## src/rtl/icy_pkg.sv

```systemverilog
// shared types, codes and constants of the icy metadata stream demux
// no dependencies; used by the channel interfaces and the top level
package icy_pkg;

   // bytes in one bank of the title store
   localparam int TITLE_MAX         = 256;
   localparam int INTERVAL_W        = 24;
   localparam int META_W            = 12;
   localparam int COUNT_W           = 12;
   localparam int KEYPOS_W          = 4;
   localparam int CSR_ADDR_W        = 3;
   localparam int CSR_DATA_W        = 32;

   localparam logic [KEYPOS_W-1:0] KEY_LEN    = 4'd11;
   localparam logic [KEYPOS_W-1:0] KEYPOS_TOP = 4'd15;
   localparam logic [COUNT_W-1:0]  COUNT_TOP  = 12'd4095;

   localparam logic [7:0] CHAR_NUL    = 8'h00;
   localparam logic [7:0] CHAR_SEMI   = 8'h3b;
   localparam logic [7:0] CHAR_EQUALS = 8'h3d;
   localparam logic [7:0] CHAR_QUOTE  = 8'h27;

   // register index: byte address / 4
   localparam logic [CSR_ADDR_W-3:0] REG_DATA_INTERVAL = '0;

   typedef enum logic [1:0] {
      KIND_BYTE    = 2'd0,
      KIND_READ    = 2'd1,
      KIND_RESTART = 2'd2
   } kind_type;

   typedef enum logic [2:0] {
      CLS_AUDIO = 3'd0,
      CLS_LEN   = 3'd1,
      CLS_META  = 3'd2,
      CLS_PASS  = 3'd3,
      CLS_NONE  = 3'd4
   } class_type;

   typedef enum logic [1:0] {
      PH_AUDIO = 2'd0,
      PH_LEN   = 2'd1,
      PH_META  = 2'd2
   } phase_type;

   typedef enum logic [1:0] {
      TX_KEY   = 2'd0,
      TX_VALUE = 2'd1,
      TX_SKIP  = 2'd2,
      TX_END   = 2'd3
   } text_type;

   typedef struct packed {
      text_type             phase;
      logic [KEYPOS_W-1:0]  keypos;
      logic                 match;
      logic [COUNT_W-1:0]   count;
      logic [7:0]           first;
      logic [7:0]           last;
   } parse_type;

   localparam parse_type PARSE_RESET = '{
      phase:  TX_KEY,
      keypos: '0,
      match:  1'b1,
      count:  '0,
      first:  '0,
      last:   '0
   };

   // characters of the StreamTitle key
   function automatic logic [7:0] key_char(input logic [KEYPOS_W-1:0] pos);
      logic [7:0] c;
      unique case (pos)
         4'd0:    c = "S";
         4'd1:    c = "t";
         4'd2:    c = "r";
         4'd3:    c = "e";
         4'd4:    c = "a";
         4'd5:    c = "m";
         4'd6:    c = "T";
         4'd7:    c = "i";
         4'd8:    c = "t";
         4'd9:    c = "l";
         4'd10:   c = "e";
         default: c = 8'h00;
      endcase
      return c;
   endfunction

endpackage

```

## src/rtl/icy_req_if.sv

```systemverilog
// request channel: one stream byte, title read or restart per transaction
// depends on icy_pkg
interface icy_req_if import icy_pkg::*; ();
   logic       valid;
   logic       ready;
   logic [1:0] kind;
   logic [7:0] stream_byte;
   logic [7:0] title_index;

   modport source (output valid, kind, stream_byte, title_index, input ready);
   modport sink   (input valid, kind, stream_byte, title_index, output ready);
endinterface

```

## src/rtl/icy_rsp_if.sv

```systemverilog
// response channel: byte class, byte copy and committed title view
// depends on icy_pkg; the title length width follows TITLE_MAX
interface icy_rsp_if import icy_pkg::*; ();
   localparam int LEN_W = $clog2(TITLE_MAX + 1);

   logic             valid;
   logic             ready;
   logic [2:0]       byte_class;
   logic [7:0]       byte_out;
   logic             block_done;
   logic [7:0]       title_char;
   logic [LEN_W-1:0] title_length;
   logic             title_truncated;

   modport source (output valid, byte_class, byte_out, block_done, title_char,
                   title_length, title_truncated, input ready);
   modport sink   (input valid, byte_class, byte_out, block_done, title_char,
                   title_length, title_truncated, output ready);
endinterface

```

## src/rtl/icy_metadata_stream_demux_top.sv

```systemverilog
// Stream demux for in-band icy metadata. Each request transaction carries a stream byte
// (classified as audio, length byte, metadata or pass-through), a title read, or a framing
// restart; each yields exactly one response transaction. The block takes one transaction
// per cycle unless rsp.ready stalls it: an input register, then one pass of framing/parse
// logic whose results and the registered title store read land in the output register.
// The title store is a 2*TITLE_MAX byte memory, one write and one read port, not cleared
// at reset. The user writes data_interval over the APB port at address 0 while idle; the
// block itself does not enforce this. Depends on icy_pkg, icy_req_if, icy_rsp_if
module icy_metadata_stream_demux_top import icy_pkg::*; (
   input  logic                  clock,
   input  logic                  reset,
   icy_req_if.sink               req,
   icy_rsp_if.source             rsp,
   input  logic                  psel,
   input  logic                  penable,
   input  logic                  pwrite,
   input  logic [CSR_ADDR_W-1:0] paddr,
   input  logic [CSR_DATA_W-1:0] pwdata,
   output logic [CSR_DATA_W-1:0] prdata,
   output logic                  pready
);

   localparam int LEN_W  = $clog2(TITLE_MAX + 1);
   localparam int ADDR_W = $clog2(2 * TITLE_MAX);
   localparam int CMP_W  = COUNT_W + 2;

   typedef struct packed {
      logic [LEN_W-1:0] len;
      logic             off;
      logic             cut;
   } commit_type;

   // quote stripping and length cap of a finished value
   function automatic commit_type commit_fn(input logic [COUNT_W-1:0] cnt,
                                            input logic [7:0] first,
                                            input logic [7:0] last);
      commit_type       res;
      logic [CMP_W-1:0] len;
      logic [CMP_W-1:0] cap;
      res.off = (cnt >= COUNT_W'(2)) && (first == CHAR_QUOTE) && (last == CHAR_QUOTE);
      len = CMP_W'(cnt) - (res.off ? CMP_W'(2) : CMP_W'(0));
      cap = CMP_W'(TITLE_MAX) - CMP_W'(res.off);
      res.cut = (len > cap);
      res.len = res.cut ? LEN_W'(cap) : LEN_W'(len);
      return res;
   endfunction

   // configuration
   logic [INTERVAL_W-1:0] interval_ff, interval_in;
   logic                  csr_write;
   logic                  csr_hit;

   // input register
   logic       a_valid_ff, a_valid_in;
   logic [1:0] a_kind_ff;
   logic [7:0] a_byte_ff;
   logic [7:0] a_index_ff;
   logic       adv;

   // block state
   phase_type             phase_ff, phase_in;
   logic [INTERVAL_W-1:0] audio_ff, audio_in;
   logic [INTERVAL_W-1:0] audio_base;
   logic [META_W-1:0]     meta_ff, meta_in;
   parse_type             parse_ff, parse_in;
   logic                  active_ff, active_in;
   logic                  work;
   logic [LEN_W-1:0]      work_len_ff, work_len_in;
   logic                  work_off_ff, work_off_in;
   logic [LEN_W-1:0]      shown_len_ff, shown_len_in;
   logic                  shown_off_ff, shown_off_in;
   logic [1:0]            cut_ff, cut_in;
   commit_type            cm;

   // title store ports
   logic              we;
   logic [ADDR_W-1:0] waddr;
   logic [ADDR_W-1:0] raddr;
   logic [7:0]        store_mem [2*TITLE_MAX];
   logic [7:0]        rd_ff;

   // output register
   logic             b_valid_ff, b_valid_in;
   class_type        cls_in;
   logic             done_in;
   logic [2:0]       b_class_ff;
   logic [7:0]       b_byte_ff;
   logic             b_done_ff;
   logic [LEN_W-1:0] b_len_ff;
   logic             b_trunc_ff;
   logic             b_char_ok_ff;
   logic             b_hit_ff;
   logic [7:0]       b_wdata_ff;

   // ---------------- configuration port ----------------
   assign pready    = 1'b1;
   assign csr_hit   = (paddr[CSR_ADDR_W-1:2] == REG_DATA_INTERVAL);
   assign csr_write = psel && penable && pwrite && pready && csr_hit;
   assign prdata    = csr_hit ? CSR_DATA_W'(interval_ff) : '0;

   always_comb begin
      interval_in = interval_ff;
      if (csr_write) begin
         interval_in = pwdata[INTERVAL_W-1:0];
      end
   end

   // ---------------- input register ----------------
   assign adv        = a_valid_ff && (!b_valid_ff || rsp.ready);
   assign req.ready  = !a_valid_ff || adv;
   assign a_valid_in = (req.valid && req.ready) || (a_valid_ff && !adv);
   assign b_valid_in = adv || (b_valid_ff && !rsp.ready);

   always_ff @(posedge clock) begin
      if (req.valid && req.ready) begin
         a_kind_ff  <= req.kind;
         a_byte_ff  <= req.stream_byte;
         a_index_ff <= req.title_index;
      end
   end

   // ---------------- framing and parse update ----------------
   assign work       = ~active_ff;
   assign audio_base = (audio_ff == '0) ? interval_ff : audio_ff;
   assign waddr      = ADDR_W'(parse_ff.count) + (work ? ADDR_W'(TITLE_MAX) : ADDR_W'(0));

   always_comb begin
      phase_in     = phase_ff;
      audio_in     = audio_ff;
      meta_in      = meta_ff;
      parse_in     = parse_ff;
      active_in    = active_ff;
      work_len_in  = work_len_ff;
      work_off_in  = work_off_ff;
      shown_len_in = shown_len_ff;
      shown_off_in = shown_off_ff;
      cut_in       = cut_ff;
      cls_in       = CLS_NONE;
      done_in      = 1'b0;
      we           = 1'b0;
      cm           = commit_fn(parse_ff.count, parse_ff.first, parse_ff.last);
      if (adv) begin
         case (a_kind_ff)
            KIND_BYTE: begin
               if (interval_ff == '0) begin
                  cls_in = CLS_PASS;
               end else begin
                  case (phase_ff)
                     PH_LEN: begin
                        cls_in  = CLS_LEN;
                        meta_in = {a_byte_ff, 4'b0000};
                        if (a_byte_ff == '0) begin
                           phase_in = PH_AUDIO;
                           audio_in = interval_ff;
                        end else begin
                           phase_in     = PH_META;
                           parse_in     = PARSE_RESET;
                           work_len_in  = '0;
                           work_off_in  = 1'b0;
                           cut_in[work] = 1'b0;
                        end
                     end
                     PH_META: begin
                        cls_in = CLS_META;
                        case (parse_ff.phase)
                           TX_KEY: begin
                              if (a_byte_ff == CHAR_NUL) begin
                                 parse_in.phase = TX_END;
                              end else if (a_byte_ff == CHAR_SEMI) begin
                                 parse_in = PARSE_RESET;
                              end else if (a_byte_ff == CHAR_EQUALS) begin
                                 if (parse_ff.match && parse_ff.keypos == KEY_LEN) begin
                                    parse_in.phase = TX_VALUE;
                                    parse_in.count = '0;
                                 end else begin
                                    parse_in.phase = TX_SKIP;
                                 end
                              end else begin
                                 if (parse_ff.keypos >= KEY_LEN ||
                                     key_char(parse_ff.keypos) != a_byte_ff) begin
                                    parse_in.match = 1'b0;
                                 end
                                 if (parse_ff.keypos != KEYPOS_TOP) begin
                                    parse_in.keypos = parse_ff.keypos + 1'b1;
                                 end
                              end
                           end
                           TX_VALUE: begin
                              if (a_byte_ff == CHAR_NUL || a_byte_ff == CHAR_SEMI ||
                                  a_byte_ff == CHAR_EQUALS) begin
                                 work_len_in  = cm.len;
                                 work_off_in  = cm.off;
                                 cut_in[work] = cm.cut;
                                 if (a_byte_ff == CHAR_NUL) begin
                                    parse_in.phase = TX_END;
                                 end else if (a_byte_ff == CHAR_SEMI) begin
                                    parse_in = PARSE_RESET;
                                 end else begin
                                    parse_in.phase = TX_SKIP;
                                 end
                              end else begin
                                 we = (CMP_W'(parse_ff.count) < CMP_W'(TITLE_MAX));
                                 if (parse_ff.count == '0) begin
                                    parse_in.first = a_byte_ff;
                                 end
                                 parse_in.last = a_byte_ff;
                                 if (parse_ff.count != COUNT_TOP) begin
                                    parse_in.count = parse_ff.count + 1'b1;
                                 end
                              end
                           end
                           TX_SKIP: begin
                              if (a_byte_ff == CHAR_NUL) begin
                                 parse_in.phase = TX_END;
                              end else if (a_byte_ff == CHAR_SEMI) begin
                                 parse_in = PARSE_RESET;
                              end
                           end
                           default: ;
                        endcase
                        meta_in = (meta_ff != '0) ? meta_ff - 1'b1 : '0;
                        if (meta_in == '0) begin
                           // end of block: close an open value, then swap banks
                           if (parse_in.phase == TX_VALUE) begin
                              cm           = commit_fn(parse_in.count, parse_in.first,
                                                       parse_in.last);
                              work_len_in  = cm.len;
                              work_off_in  = cm.off;
                              cut_in[work] = cm.cut;
                           end
                           active_in    = ~active_ff;
                           shown_len_in = work_len_in;
                           shown_off_in = work_off_in;
                           done_in      = 1'b1;
                           parse_in     = PARSE_RESET;
                           phase_in     = PH_AUDIO;
                           audio_in     = interval_ff;
                        end
                     end
                     default: begin
                        cls_in   = CLS_AUDIO;
                        audio_in = audio_base - 1'b1;
                        phase_in = (audio_in == '0) ? PH_LEN : PH_AUDIO;
                     end
                  endcase
               end
            end
            KIND_RESTART: begin
               phase_in     = PH_AUDIO;
               audio_in     = interval_ff;
               meta_in      = '0;
               parse_in     = PARSE_RESET;
               work_len_in  = '0;
               work_off_in  = 1'b0;
               shown_len_in = '0;
               shown_off_in = 1'b0;
               cut_in       = '0;
            end
            KIND_READ: cls_in = CLS_NONE;
            default: ;
         endcase
      end
   end

   // read address follows the state after this transaction
   assign raddr = (active_in ? ADDR_W'(TITLE_MAX) : ADDR_W'(0)) + ADDR_W'(shown_off_in)
                  + ADDR_W'(a_index_ff);

   // ---------------- title store ----------------
   always_ff @(posedge clock) begin
      if (we) begin
         store_mem[waddr] <= a_byte_ff;
      end
      if (adv) begin
         rd_ff <= store_mem[raddr];
      end
   end

   // ---------------- output register ----------------
   always_ff @(posedge clock) begin
      if (adv) begin
         b_class_ff   <= cls_in;
         b_byte_ff    <= (a_kind_ff == KIND_BYTE) ? a_byte_ff : 8'h00;
         b_done_ff    <= done_in;
         b_len_ff     <= shown_len_in;
         b_trunc_ff   <= cut_in[active_in];
         b_char_ok_ff <= (CMP_W'(a_index_ff) < CMP_W'(shown_len_in));
         // same-cycle write to the read entry
         b_hit_ff     <= we && (waddr == raddr);
         b_wdata_ff   <= a_byte_ff;
      end
   end

   assign rsp.valid           = b_valid_ff;
   assign rsp.byte_class      = b_class_ff;
   assign rsp.byte_out        = b_byte_ff;
   assign rsp.block_done      = b_done_ff;
   assign rsp.title_length    = b_len_ff;
   assign rsp.title_truncated = b_trunc_ff;
   assign rsp.title_char      = !b_char_ok_ff ? 8'h00 : (b_hit_ff ? b_wdata_ff : rd_ff);

   // ---------------- control registers ----------------
   always_ff @(posedge clock) begin
      if (reset) begin
         interval_ff  <= '0;
         a_valid_ff   <= 1'b0;
         b_valid_ff   <= 1'b0;
         phase_ff     <= PH_AUDIO;
         audio_ff     <= '0;
         meta_ff      <= '0;
         parse_ff     <= PARSE_RESET;
         active_ff    <= 1'b0;
         work_len_ff  <= '0;
         work_off_ff  <= 1'b0;
         shown_len_ff <= '0;
         shown_off_ff <= 1'b0;
         cut_ff       <= '0;
      end else begin
         interval_ff  <= interval_in;
         a_valid_ff   <= a_valid_in;
         b_valid_ff   <= b_valid_in;
         phase_ff     <= phase_in;
         audio_ff     <= audio_in;
         meta_ff      <= meta_in;
         parse_ff     <= parse_in;
         active_ff    <= active_in;
         work_len_ff  <= work_len_in;
         work_off_ff  <= work_off_in;
         shown_len_ff <= shown_len_in;
         shown_off_ff <= shown_off_in;
         cut_ff       <= cut_in;
      end
   end

   // ---------------- assertions ----------------
   a_write_in_value: assert property (@(posedge clock) disable iff (reset)
      we |-> (phase_ff == PH_META) && (parse_ff.phase == TX_VALUE))
      else $error("title store written outside a value");

   a_done_swaps: assert property (@(posedge clock) disable iff (reset)
      adv && done_in |=> active_ff != $past(active_ff))
      else $error("block end without bank swap");

   a_hold_when_idle: assert property (@(posedge clock) disable iff (reset)
      !adv |=> $stable(active_ff) && $stable(phase_ff) && $stable(shown_len_ff))
      else $error("state changed without a transaction");

   a_pass_keeps_framing: assert property (@(posedge clock) disable iff (reset)
      adv && (a_kind_ff == KIND_BYTE) && (interval_ff == '0)
      |=> $stable(phase_ff) && $stable(audio_ff))
      else $error("pass-through byte changed framing");

   a_shown_fits: assert property (@(posedge clock) disable iff (reset)
      CMP_W'(shown_len_ff) + CMP_W'(shown_off_ff) <= CMP_W'(TITLE_MAX))
      else $error("shown title exceeds its bank");

endmodule

```

## src/flat_wrapper.sv

```systemverilog
// flat-port wrapper written by rule: the top's interface ports become plain ports
module icy_metadata_stream_demux_top_flat import icy_pkg::*;
  (clock, reset, psel, penable, pwrite, paddr, pwdata, prdata, pready, req_valid, req_kind, req_stream_byte, req_title_index, req_ready, rsp_valid, rsp_byte_class, rsp_byte_out, rsp_block_done, rsp_title_char, rsp_title_length, rsp_title_truncated, rsp_ready);
  icy_req_if req_i ();
  icy_rsp_if rsp_i ();
  input  logic clock;
  input  logic reset;
  input  logic psel;
  input  logic penable;
  input  logic pwrite;
  input  logic [CSR_ADDR_W-1:0] paddr;
  input  logic [CSR_DATA_W-1:0] pwdata;
  output logic [CSR_DATA_W-1:0] prdata;
  output logic pready;
  input wire logic [$bits(req_i.valid)-1:0] req_valid;
  input wire logic [$bits(req_i.kind)-1:0] req_kind;
  input wire logic [$bits(req_i.stream_byte)-1:0] req_stream_byte;
  input wire logic [$bits(req_i.title_index)-1:0] req_title_index;
  output wire logic [$bits(req_i.ready)-1:0] req_ready;
  output wire logic [$bits(rsp_i.valid)-1:0] rsp_valid;
  output wire logic [$bits(rsp_i.byte_class)-1:0] rsp_byte_class;
  output wire logic [$bits(rsp_i.byte_out)-1:0] rsp_byte_out;
  output wire logic [$bits(rsp_i.block_done)-1:0] rsp_block_done;
  output wire logic [$bits(rsp_i.title_char)-1:0] rsp_title_char;
  output wire logic [$bits(rsp_i.title_length)-1:0] rsp_title_length;
  output wire logic [$bits(rsp_i.title_truncated)-1:0] rsp_title_truncated;
  input wire logic [$bits(rsp_i.ready)-1:0] rsp_ready;
  assign req_i.valid = req_valid;
  assign req_i.kind = req_kind;
  assign req_i.stream_byte = req_stream_byte;
  assign req_i.title_index = req_title_index;
  assign req_ready = req_i.ready;
  assign rsp_valid = rsp_i.valid;
  assign rsp_byte_class = rsp_i.byte_class;
  assign rsp_byte_out = rsp_i.byte_out;
  assign rsp_block_done = rsp_i.block_done;
  assign rsp_title_char = rsp_i.title_char;
  assign rsp_title_length = rsp_i.title_length;
  assign rsp_title_truncated = rsp_i.title_truncated;
  assign rsp_i.ready = rsp_ready;
  icy_metadata_stream_demux_top u_core (.clock(clock), .reset(reset), .req(req_i), .rsp(rsp_i), .psel(psel), .penable(penable), .pwrite(pwrite), .paddr(paddr), .pwdata(pwdata), .prdata(prdata), .pready(pready));
endmodule
```

## config.mk

```make
export PLATFORM = sky130hd
export DESIGN_NAME = icy_metadata_stream_demux_top_flat
export DESIGN_NICKNAME = d
export VERILOG_FILES = /design/src/rtl/icy_pkg.sv /design/src/rtl/icy_req_if.sv /design/src/rtl/icy_rsp_if.sv /design/src/rtl/icy_metadata_stream_demux_top.sv /design/src/flat_wrapper.sv
export SDC_FILE = /design/constraint.sdc
export NUM_CORES = 2
export LEC_CHECK = 0
export BUFFER_PORTS_ARGS = -buffer_cell sky130_fd_sc_hd__buf_4
export CAP_MARGIN = 20
export CELL_PAD_IN_SITES_DETAIL_PLACEMENT = 0
export CELL_PAD_IN_SITES_GLOBAL_PLACEMENT = 1
export CORE_MARGIN = 2
export CORE_UTILIZATION = 56
export CTS_CLUSTER_SIZE = 28
export DETAILED_ROUTE_END_ITERATION = 8
export HOLD_SLACK_MARGIN = 0.05
export PLACE_DENSITY = 0.79
export SYNTH_ARGS = -nofsm -noshare
export SYNTH_HDL_FRONTEND = slang
export SYNTH_MEMORY_MAX_BITS = 65536
export SYNTH_SLANG_ARGS = --single-unit
```

## constraint.sdc

```tcl
create_clock -name clock -period 15.8 [get_ports clock]
set_input_delay 0.79 -clock clock [delete_from_list [all_inputs] [get_ports clock]]
set_output_delay 0.79 -clock clock [all_outputs]
set_load 0.03 [all_outputs]
```

==> summary.md <==
| Metric | Value |
|---|---|
| Met3 layer usage reported by global route | `4.557%` |
| Routed WL | `402.6 mm` |
| 1st-iter DRT viols | `11590` |
| Maximum VDD drop | `111.4 µV` |
| Initial Util | `56.23%` |
| Setup-violating endpoint count in the final report | `0` |
| CP endpoint kind | `register` |
| Overflow after GRT | `0` |
| Met2 global-route usage | `41.39%` |
| HP Start | `pwdata[14]` |
| Slowest stage delay, CP | `0.94 ns` |
| Final Wtd Congestion | `0.8616` |
| Worst slew margin | `4.760%` |
| F_max | `0.09469 GHz` |
| # H-tree levels | `5` |
| Vias in the first global route | `83130` |
| Worst setup path startpoint | `u_core.a_byte_ff[4]` |
| Vias | `83330` |
| Synth warn | `0` |
| Io pins | `125` |
| Layout cell share with drive strength beyond 1 | `26.30%` |
| Final hold violation count | `0` |
| Share of the synthesized area in the top cell type | `73.39%` |
| Syn_area_per_cell | `21.22 µm²` |
| WS Path Type | `register to register` |
| Async set-or-reset flop fraction in the synthesized netlist | `0%` |
| Critical path startpoint category | `register` |
| Pwr dens | `124.0 nW/µm²` |
| Setup TNS | `0 ns` |
| CP required | `16.50 ns` |
| Chip Width | `554.9 µm` |
| Sequential fraction of the synthesis area | `74.91%` |
| Area Growth Syn to Fin | `11.40%` |
| Routed length per instance | `32.07 µm` |
| # Max-Cap Violations | `0` |
| RR Startpoint | `u_core.a_byte_ff[4]` |
| Clock skew | `0.05974 ns` |
| Post-DRT Antenna Nets | `0` |
| HP Class | `primary input to register` |
| Clock sink total | `4283` |
| Slowest stage cell, crit path | `buf_4` |
| Synth Register Bits | `4283` |
| Nets | `8341` |
| Top FF cell, synth | `edfxtp_1` |
| RSZ-0062 raised after global routing | `no` |
| Run status | `completed` |
| Latest clock arrival within the worst-skew pair | `0.98 ns` |
| Pin count of the biggest net entering global routing | `235` |
| Postcts setup bufs | `0` |
| Num CTS Buffers | `423` |
| Crit path top cell by count | `mux4_2` |
| Root Buffer | `clkbuf_16` |
| # DRC | `0` |
| Crit path cell chain | `buf_4 > buf_12 > and4_1 > nand2_1 > a211oi_2 > nand2_1 > a211o_1 > nand2b_1 > nor2_1 > a31oi_1 > nor2_1 > a21oi_1 > a22o_1 > ha_4 > ha_4 > buf_12 > buf_4 > mux4_2 > mux4_2 > mux4_2 > mux4_2 > mux2_2` |
| Grt peak-use layer | `met2` |
| Min Tclk post-route | `10.56 ns` |
| First-pass GRT wire length | `583.6 mm` |
| Cell Rows | `202` |
| Core area | `302300 µm²` |
| Crit path DAT | `11.26 ns` |
| Die height | `554.9 µm` |
| Slew Viols, Final | `0` |
| Slew @ Worst Pin | `1.429 ns` |
| Synth area leader | `edfxtp_1` |
| Met1 Use GR | `37.81%` |
| Fillers | `19970` |
| Critical Path Fanout Max | `225` |
| Netlist cell types | `93` |
| I/O Buffers | `105` |
| Post-synth EDFFs | `4154` |
| Synth Instances | `8010` |
| LEAKAGE | `0.05802 µW` |
| Final cell count without fillers | `12560` |
| Placed insts | `11740` |
| Synth top area cells | `edfxtp_1 73%, mux4_2 18%, dfxtp_1 1.5%` |
| Max clock buf depth | `4` |
| Drt first pass iters | `6` |
| Hpwl dp | `224.7 mm` |
| CTS tree | `built` |
| Total GRT Usage | `26.08%` |
| Die footprint | `307900 µm²` |
| Number of antenna violations at the first check in global routing | `25` |
| Clk slew on worst S/H paths | `0.06 ns` |
| Cell Area, Synth | `170000 µm²` |
| Avg Vias per Cell | `6.636` |
| Fin crit share | `66.84%` |
[area by class of cell]
type / count / area, µm² / share of cell area [%]
flip-flops and latches: 4283 / 127300 / 67.25
multi-input cells: 3203 / 40900 / 21.60
clock buffers: 516 / 11090 / 5.858
well taps: 3978 / 4977 / 2.629
repair buffers: 280 / 2567 / 1.356
clock inverters: 247 / 2298 / 1.214
inverters: 40 / 150.1 / 0.07930
diodes: 9 / 22.52 / 0.01190
[synthesized netlist by cell type (43+ instances only)]
library cell,n
ha_1,50
nand2_1,222
mux4_2,1360
nor2_1,674
dfxtp_1,129
nor3_1,53
nor2b_1,43
edfxtp_1,4154
o21ai_0,87
clkbuf_1,350
buf_1,116
nand3_1,74
a21oi_1,147
[critical path, delay by kind of cell (launching register included)]
family | cells | cell delay (ns)
muxes | 5 | 2.63
adders and majority gates | 2 | 1.06
AOI/OAI and AO/OA | 5 | 1.70
DFF | 1 | 0.32
buffers and inverters | 4 | 2.52
and+or+nand+nor | 6 | 1.61
[cell usage in the layout (no fill, tap or decap), types with 14 or more instances in the layout]
cell type and count:
mux4_2 1360, inv_1 39, nor2_1 673, xnor2_1 31, xor2_1 18, a211oi_1 16, nor2b_1 41, nand2_1 221
o22ai_1 17, a21oi_1 147, dfxtp_1 129, clkinvlp_4 18, a31oi_1 17, o21ai_0 87, nor4_1 27, nand2b_1 22
dlygate4sd3_1 42, clkbuf_16 429, or3_1 18, clkbuf_1 84, buf_12 26, bufinv_16 29, clkinv_2 76, nor3_1 51
clkinv_1 95, ha_1 48, mux2i_1 28, and2_1 21, nand4_1 34, edfxtp_1 4154, buf_4 208, nand3_1 62
o211ai_1 14
[final timing paths]
kind / cells after the start / end / slack (ns)
max: 22 / u_core.rd_ff[7] / 5.24
min: 3 / u_core.interval_ff[14] / 0.13
max reg2reg: 22 / u_core.rd_ff[7] / 5.24
min reg2reg: 2 / u_core.phase_ff[1] / 0.47
[per-stage QoR]
step           util [%]  power, µW  hold WS, ns  cell area [µm²]  setup slack [ns]
2_1_floorplan         -      13610       0.4393           170000             2.028
3_3_place_gp      58.03      13950       0.4572           175400             5.357
3_5_place_dp      58.04      13970       0.4628           175400             5.202
4_1_cts           62.61      23590      0.05615           189200             5.202
5_1_grt           62.63      24070       0.1294           189300             4.667
6_report          62.63      23480       0.1334           189300             5.239
[power by group]
group,switching [µW],leakage (µW),internal (µW)
combinational,754,0.0131,501
clock,4260,0.00650,5480
sequential,14.0,0.0384,12500
[logic make-up after synthesis]
| kind of cell | synth area share [%] |
|---|---|
| flip-flops | 74.91 |
| multiplexers | 18.25 |
| AND/OR/NAND/NOR | 3.366 |
| buffers and inverters | 1.221 |
| AO/OA/AOI/OAI | 1.592 |
| XOR/XNOR | 0.2834 |
| adder cells (fa/ha/maj) | 0.3681 |
| other | 0.004419 |
[metal layers]
| layer | wire [µm] | part of all wire [%] | up-vias |
|---|---|---|---|
| met1 | 156700 | 39 | 44190 |
| met3 | 38100 | 9.5 | 705 |
| met5 | 181 | 0.045 | - |
| met2 | 195600 | 49 | 4466 |
| li1 | - | - | 33950 |
| met4 | 12110 | 3.0 | 24 |
[sequential cells by signal, summed over array words and instances (netlist names), 2 cells and up, named ones only]
| signal | count |
|---|---|
| u_core.parse_ff | 35 |
| u_core.shown_len_ff | 9 |
| u_core.b_wdata_ff | 8 |
| u_core.a_byte_ff | 8 |
| u_core.phase_ff | 2 |
| u_core.rsp.title_length | 9 |
| u_core.audio_ff | 24 |
| u_core.interval_ff | 24 |
| u_core.cut_ff | 2 |
| u_core.a_index_ff | 8 |
| u_core.rd_ff | 8 |
| u_core.rsp.byte_class | 3 |
| u_core.meta_ff | 12 |
| u_core.rsp.byte_out | 8 |
| u_core.a_kind_ff | 2 |
| u_core.store_mem | 4096 |
| u_core.work_len_ff | 9 |
[what timing repair did]
item	4_1_cts	5_1_grt
endpoints found under the hold margin	42	0
hold buffers	42	0
resized for setup	0	0
(Power assumes the default switching activity.)
